$ cat config.mk
export PLATFORM = sky130hd
export DESIGN_NAME = palw_front
export DESIGN_NICKNAME = d
export VERILOG_FILES = /design/src/rtl/palw_pkg.sv /design/src/rtl/palw_front.sv
export SDC_FILE = /design/constraint.sdc
export NUM_CORES = 1
export LEC_CHECK = 0
export BUFFER_PORTS_ARGS = -buffer_cell sky130_fd_sc_hd__buf_2
export CAP_MARGIN = 0
export CORE_UTILIZATION = 52
export CTS_CLUSTER_SIZE = 28
export DETAILED_ROUTE_END_ITERATION = 10
export GPL_TIMING_DRIVEN = 0
export PLACE_DENSITY = 0.83
export SYNTH_ARGS = -nofsm -noshare
export SYNTH_HDL_FRONTEND = slang
export SYNTH_SLANG_ARGS = --single-unit
$ cat constraint.sdc
create_clock -name clk -period 2.6 [get_ports clk]
set_input_delay 0.26 -clock clk [delete_from_list [all_inputs] [get_ports clk]]
set_output_delay 0.26 -clock clk [all_outputs]
set_load 0.02 [all_outputs]
$ cat src/rtl/palw_pkg.sv
`timescale 1ns / 1ps
package palw_pkg;

  typedef enum logic [1:0] {
    ACT_READ  = 2'd0,
    ACT_WRITE = 2'd1,
    ACT_FLUSH = 2'd2,
    ACT_NONE  = 2'd3
  } action_t;

  localparam int unsigned PAGES_W     = 7;
  localparam int unsigned PAGES_RESET = 64;

endpackage

$ cat src/rtl/palw_front.sv
`timescale 1ns / 1ps
module palw_front #(
  parameter int unsigned PAGE_ELEMS = 64,
  parameter int unsigned MAX_PAGES  = 64,
  parameter int unsigned DEPTH      = 2
) (
  input  logic        clk,
  input  logic        rst_n,
  input  logic        cfg_we,
  input  logic [palw_pkg::PAGES_W-1:0] cfg_wdata,
  input  logic        in_valid,
  output logic        in_stall,
  input  logic [1:0]  in_action,
  input  logic [11:0] in_element_index,
  input  logic [31:0] in_write_value,
  output logic        q_valid,
  input  logic        q_pop,
  output logic [1:0]  q_action,
  output logic [11:0] q_index,
  output logic [31:0] q_value,
  output logic        q_oor
);
  import palw_pkg::*;

  localparam int unsigned PTR_W = (DEPTH > 1) ? $clog2(DEPTH) : 1;
  localparam int unsigned CNT_W = $clog2(DEPTH + 1);
  localparam int unsigned LIM_W = $clog2(PAGE_ELEMS * MAX_PAGES + 1);

  logic [PAGES_W-1:0] pages_r;
  logic [PAGES_W-1:0] pages_sat;
  logic [LIM_W-1:0]   limit;
  logic               oor;
  logic [1:0]  act_q [DEPTH];
  logic [11:0] idx_q [DEPTH];
  logic [31:0] val_q [DEPTH];
  logic        oor_q [DEPTH];
  logic [PTR_W-1:0] wp_r, rp_r;
  logic [CNT_W-1:0] cnt_r;
  logic push;

  always_ff @(posedge clk) begin
    if (!rst_n) begin
      pages_r <= PAGES_W'(PAGES_RESET);
    end else if (cfg_we) begin
      pages_r <= cfg_wdata;
    end
  end

  assign pages_sat = (32'(pages_r) > MAX_PAGES) ? PAGES_W'(MAX_PAGES) : pages_r;
  assign limit     = LIM_W'(pages_sat) * LIM_W'(PAGE_ELEMS);
  assign oor       = (32'(in_element_index) >= 32'(limit));

  assign in_stall = (cnt_r == CNT_W'(DEPTH));
  assign push     = in_valid && !in_stall;
  assign q_valid  = (cnt_r != '0);
  assign q_action = act_q[rp_r];
  assign q_index  = idx_q[rp_r];
  assign q_value  = val_q[rp_r];
  assign q_oor    = oor_q[rp_r];

  always_ff @(posedge clk) begin
    if (push) begin
      act_q[wp_r] <= in_action;
      idx_q[wp_r] <= in_element_index;
      val_q[wp_r] <= in_write_value;
      oor_q[wp_r] <= oor;
    end
  end

  always_ff @(posedge clk) begin
    if (!rst_n) begin
      wp_r  <= '0;
      rp_r  <= '0;
      cnt_r <= '0;
    end else begin
      if (push) begin
        wp_r <= (32'(wp_r) == DEPTH - 1) ? '0 : wp_r + 1'b1;
      end
      if (q_pop) begin
        rp_r <= (32'(rp_r) == DEPTH - 1) ? '0 : rp_r + 1'b1;
      end
      cnt_r <= cnt_r + CNT_W'(push) - CNT_W'(q_pop);
    end
  end
endmodule

==> out/metrics.yaml <==
outcome:
  status: "complete, no violations"
sta:
  rsz0062_at_grt: "false"
  fmax_ghz: 0.501
  maxSlewViolCount: 0
  period_needed_ps: 2000
  setup_ws_ps: 604
  slew_headroom: 0.633
  whs_ps: 93.3
  worst_pin_slew_ps: 550
  setup_viol: 0
  hold_viol_final: 0
  fin_skew_ps: 9.21
  post-route-period-util: 0.768
worst_setup_path:
  worst_path_most_repeated_cell: "buf_2"
  crit_slowest_cell: "mux2_2"
  cpPeakStageDelay_ps: 370
  critPathLaunchType: "register"
  cp_num_buf_inv: 3
  path_class: "reg -> out"
  crit_fanout: 10
  worstPathRequired_ps: 2340
  worstPathArrival_ps: 1740
  end_kind: "primary output"
  cp_top_family: "buffers and inverters"
  crit_chain: "buf_2 -> buf_2 -> mux2_2 -> buf_2"
flow_run:
  max_cap_violations: 0
finish:
  layout-drive-gt1-share: 0.522
  layout_commonest_cell: "buf_2"
  nets: 404
  n_fill_cell: 545
  areaGrowthSynthToFinish_pct: 21.2
  fin_cells: 442
  antennaDiodeCount: 0
  final_cell_mix: "buf_2, edfxtp_1, mux2_2"
floorplan:
  rows: 31
  start_util: 0.548
  fp.dieW_um: 90.1
  die_h_um: 90.1
  io_pins: 107
  die_area_sq_um: 8120
  coreArea_sq_um: 7370
clocking:
  holdBufCountCts: 0
  htree_levels: 3
  cts_made_buffers: 9
  cts_num_sinks: 106
  clock_path_buffers: 2
  cts.reportedPaths.clkPinSlew_ps: 90
  clk_latency_ps: 350
  cts_tree: "built"
  cts-root-buf: "clkbuf_8"
  postCtsSetupRepairBufs: 0
  cts_resized: 0
place:
  placed_cells: 426
  pre_cts_ws_ps: 712
  hpwl_mm: 4.68
  routabilityCongestion: 0.771
  io_buffers: 105
logic_synthesis:
  synthesis.area_sq_um: 4040
  syn_area_per_cell_sq_um: 18.4
  ys_seq_elements: 106
  yosysSeqAreaShare: 0.758
  synthArstFlopShare: 0
  yosysTopAreaCell: "edfxtp_1"
  ys_warn_count: 0
  ys_top_cells_by_area: "edfxtp_1, mux2_2, dfxtp_1"
  synth_cell_types: 29
  syn-num-nets: 286
  netlist_instances: 220
  synth_edf_count: 94
  synth_ff_type: "edfxtp_1"
  synth_top_area_frac: 0.699
pwr:
  ir_drop_v: 0.000478
  p_leak_nw: 1.91
  power-per-cell-area_nw_per_um2: 731
global_route:
  grt.total_usage: 0.171
  grt_pass1_wl_mm: 10.6
  antenna_found_initial: 0
  grt_max_degree: 28
  grt_overflow: 0
  grt_pass1_vias: 2312
worst_hold_path:
  min_path_type: "in -> reg"
detailed_routing:
  viasPerCell: 5.05
  drcViolationCount: 0
  wl_per_cell_um: 15.1
  vias: 2230
  antenna_left: 0
  drt-initial-drc-count: 68
  drt_pass1_iterations: 4
  wl_mm: 6.68
## metrics by stage
step	setup TNS (ps)	total power [mW]	utilization	instance area (sq um)
after floorplan	0	2.53	-	4040
after global placement	-5930	2.74	0.636	4690
after detailed placement	0	2.77	0.642	4730
after CTS	0	3.62	0.664	4890
after global routing	0	3.73	0.664	4890
final	0	3.58	0.664	4890
## report_power, final
part | switching, mW | total, mW | internal, mW
sequential | 0.0385 | 2.07 | 2.04
clock | 0.499 | 0.849 | 0.350
combinational | 0.390 | 0.653 | 0.264
## Yosys cell counts, types with 2 or more instances
library cell	n
nor2_1	9
nand2_1	8
a21oi_1	3
dfxtp_1	12
mux2i_1	6
ha_1	8
and2_1	2
inv_1	6
mux2_2	47
edfxtp_1	94
buf_2	6
a21o_1	2
## worst register-to-register path: cells and delay by family, from the launching register on
family                 cells  cell delay [ps]
buffers and inverters      3              710
AND/OR/NAND/NOR            2              500
flip-flops                 1              350
## registers in the layout, indices dropped and copies added (netlist names), named ones only
signal,cells
rp_r,1
pages_r,7
act_q,4
cnt_r,2
val_q,64
oor_q,2
idx_q,24
wp_r,1
## routing by layer
| metal | wire length, um | up-vias | global-route usage | share of wire |
|---|---|---|---|---|
| met5 | 0 | - | 0 | 0 |
| met4 | 142 | 0 | 0.0833 | 0.021 |
| met3 | 466 | 15 | 0.0499 | 0.070 |
| met2 | 3390 | 79 | 0.299 | 0.51 |
| met1 | 2680 | 1066 | 0.189 | 0.40 |
| li1 | - | 1070 | - | - |
## layout make-up
| type | instances | area (sq um) | area share |
|---|---|---|---|
| sequential | 106 | 3060 | 0.626 |
| buffer | 6 | 30.0 | 0.00614 |
| clock buffer | 12 | 135 | 0.0276 |
| multi-input combinational | 101 | 921 | 0.188 |
| clock inverter | 4 | 28.8 | 0.00588 |
| tap | 99 | 124 | 0.0253 |
| inverter | 7 | 26.3 | 0.00537 |
| timing repair buffer | 107 | 566 | 0.116 |
## worst paths after layout
path	to	startpoint	cells past startpoint	slack (ps)
max reg2reg	val_q[0][12]$_DFFE_PP_	cnt_r[0]$_SDFF_PN0_	5	730
max	q_value[23]	register	4	600
min	val_q[0][18]$_DFFE_PP_	in_write_value[18]	1	90
min reg2reg	wp_r$_SDFFE_PN0P_	wp_r$_SDFFE_PN0P_	2	500
## cells by family (layout without fill, tap and decap cells)
group,Yosys count,after routing,share of synthesized area
adders and majority gates,8,8,0.0248
muxes,53,53,0.146
AOI/OAI and AO/OA,8,8,0.0127
buffers and inverters,13,136,0.0139
xor gates and xnor gates,2,2,0.00434
and+or+nand+nor,30,30,0.0400
DFF,106,106,0.758
Note: power is estimated with default switching activity, not from simulation.
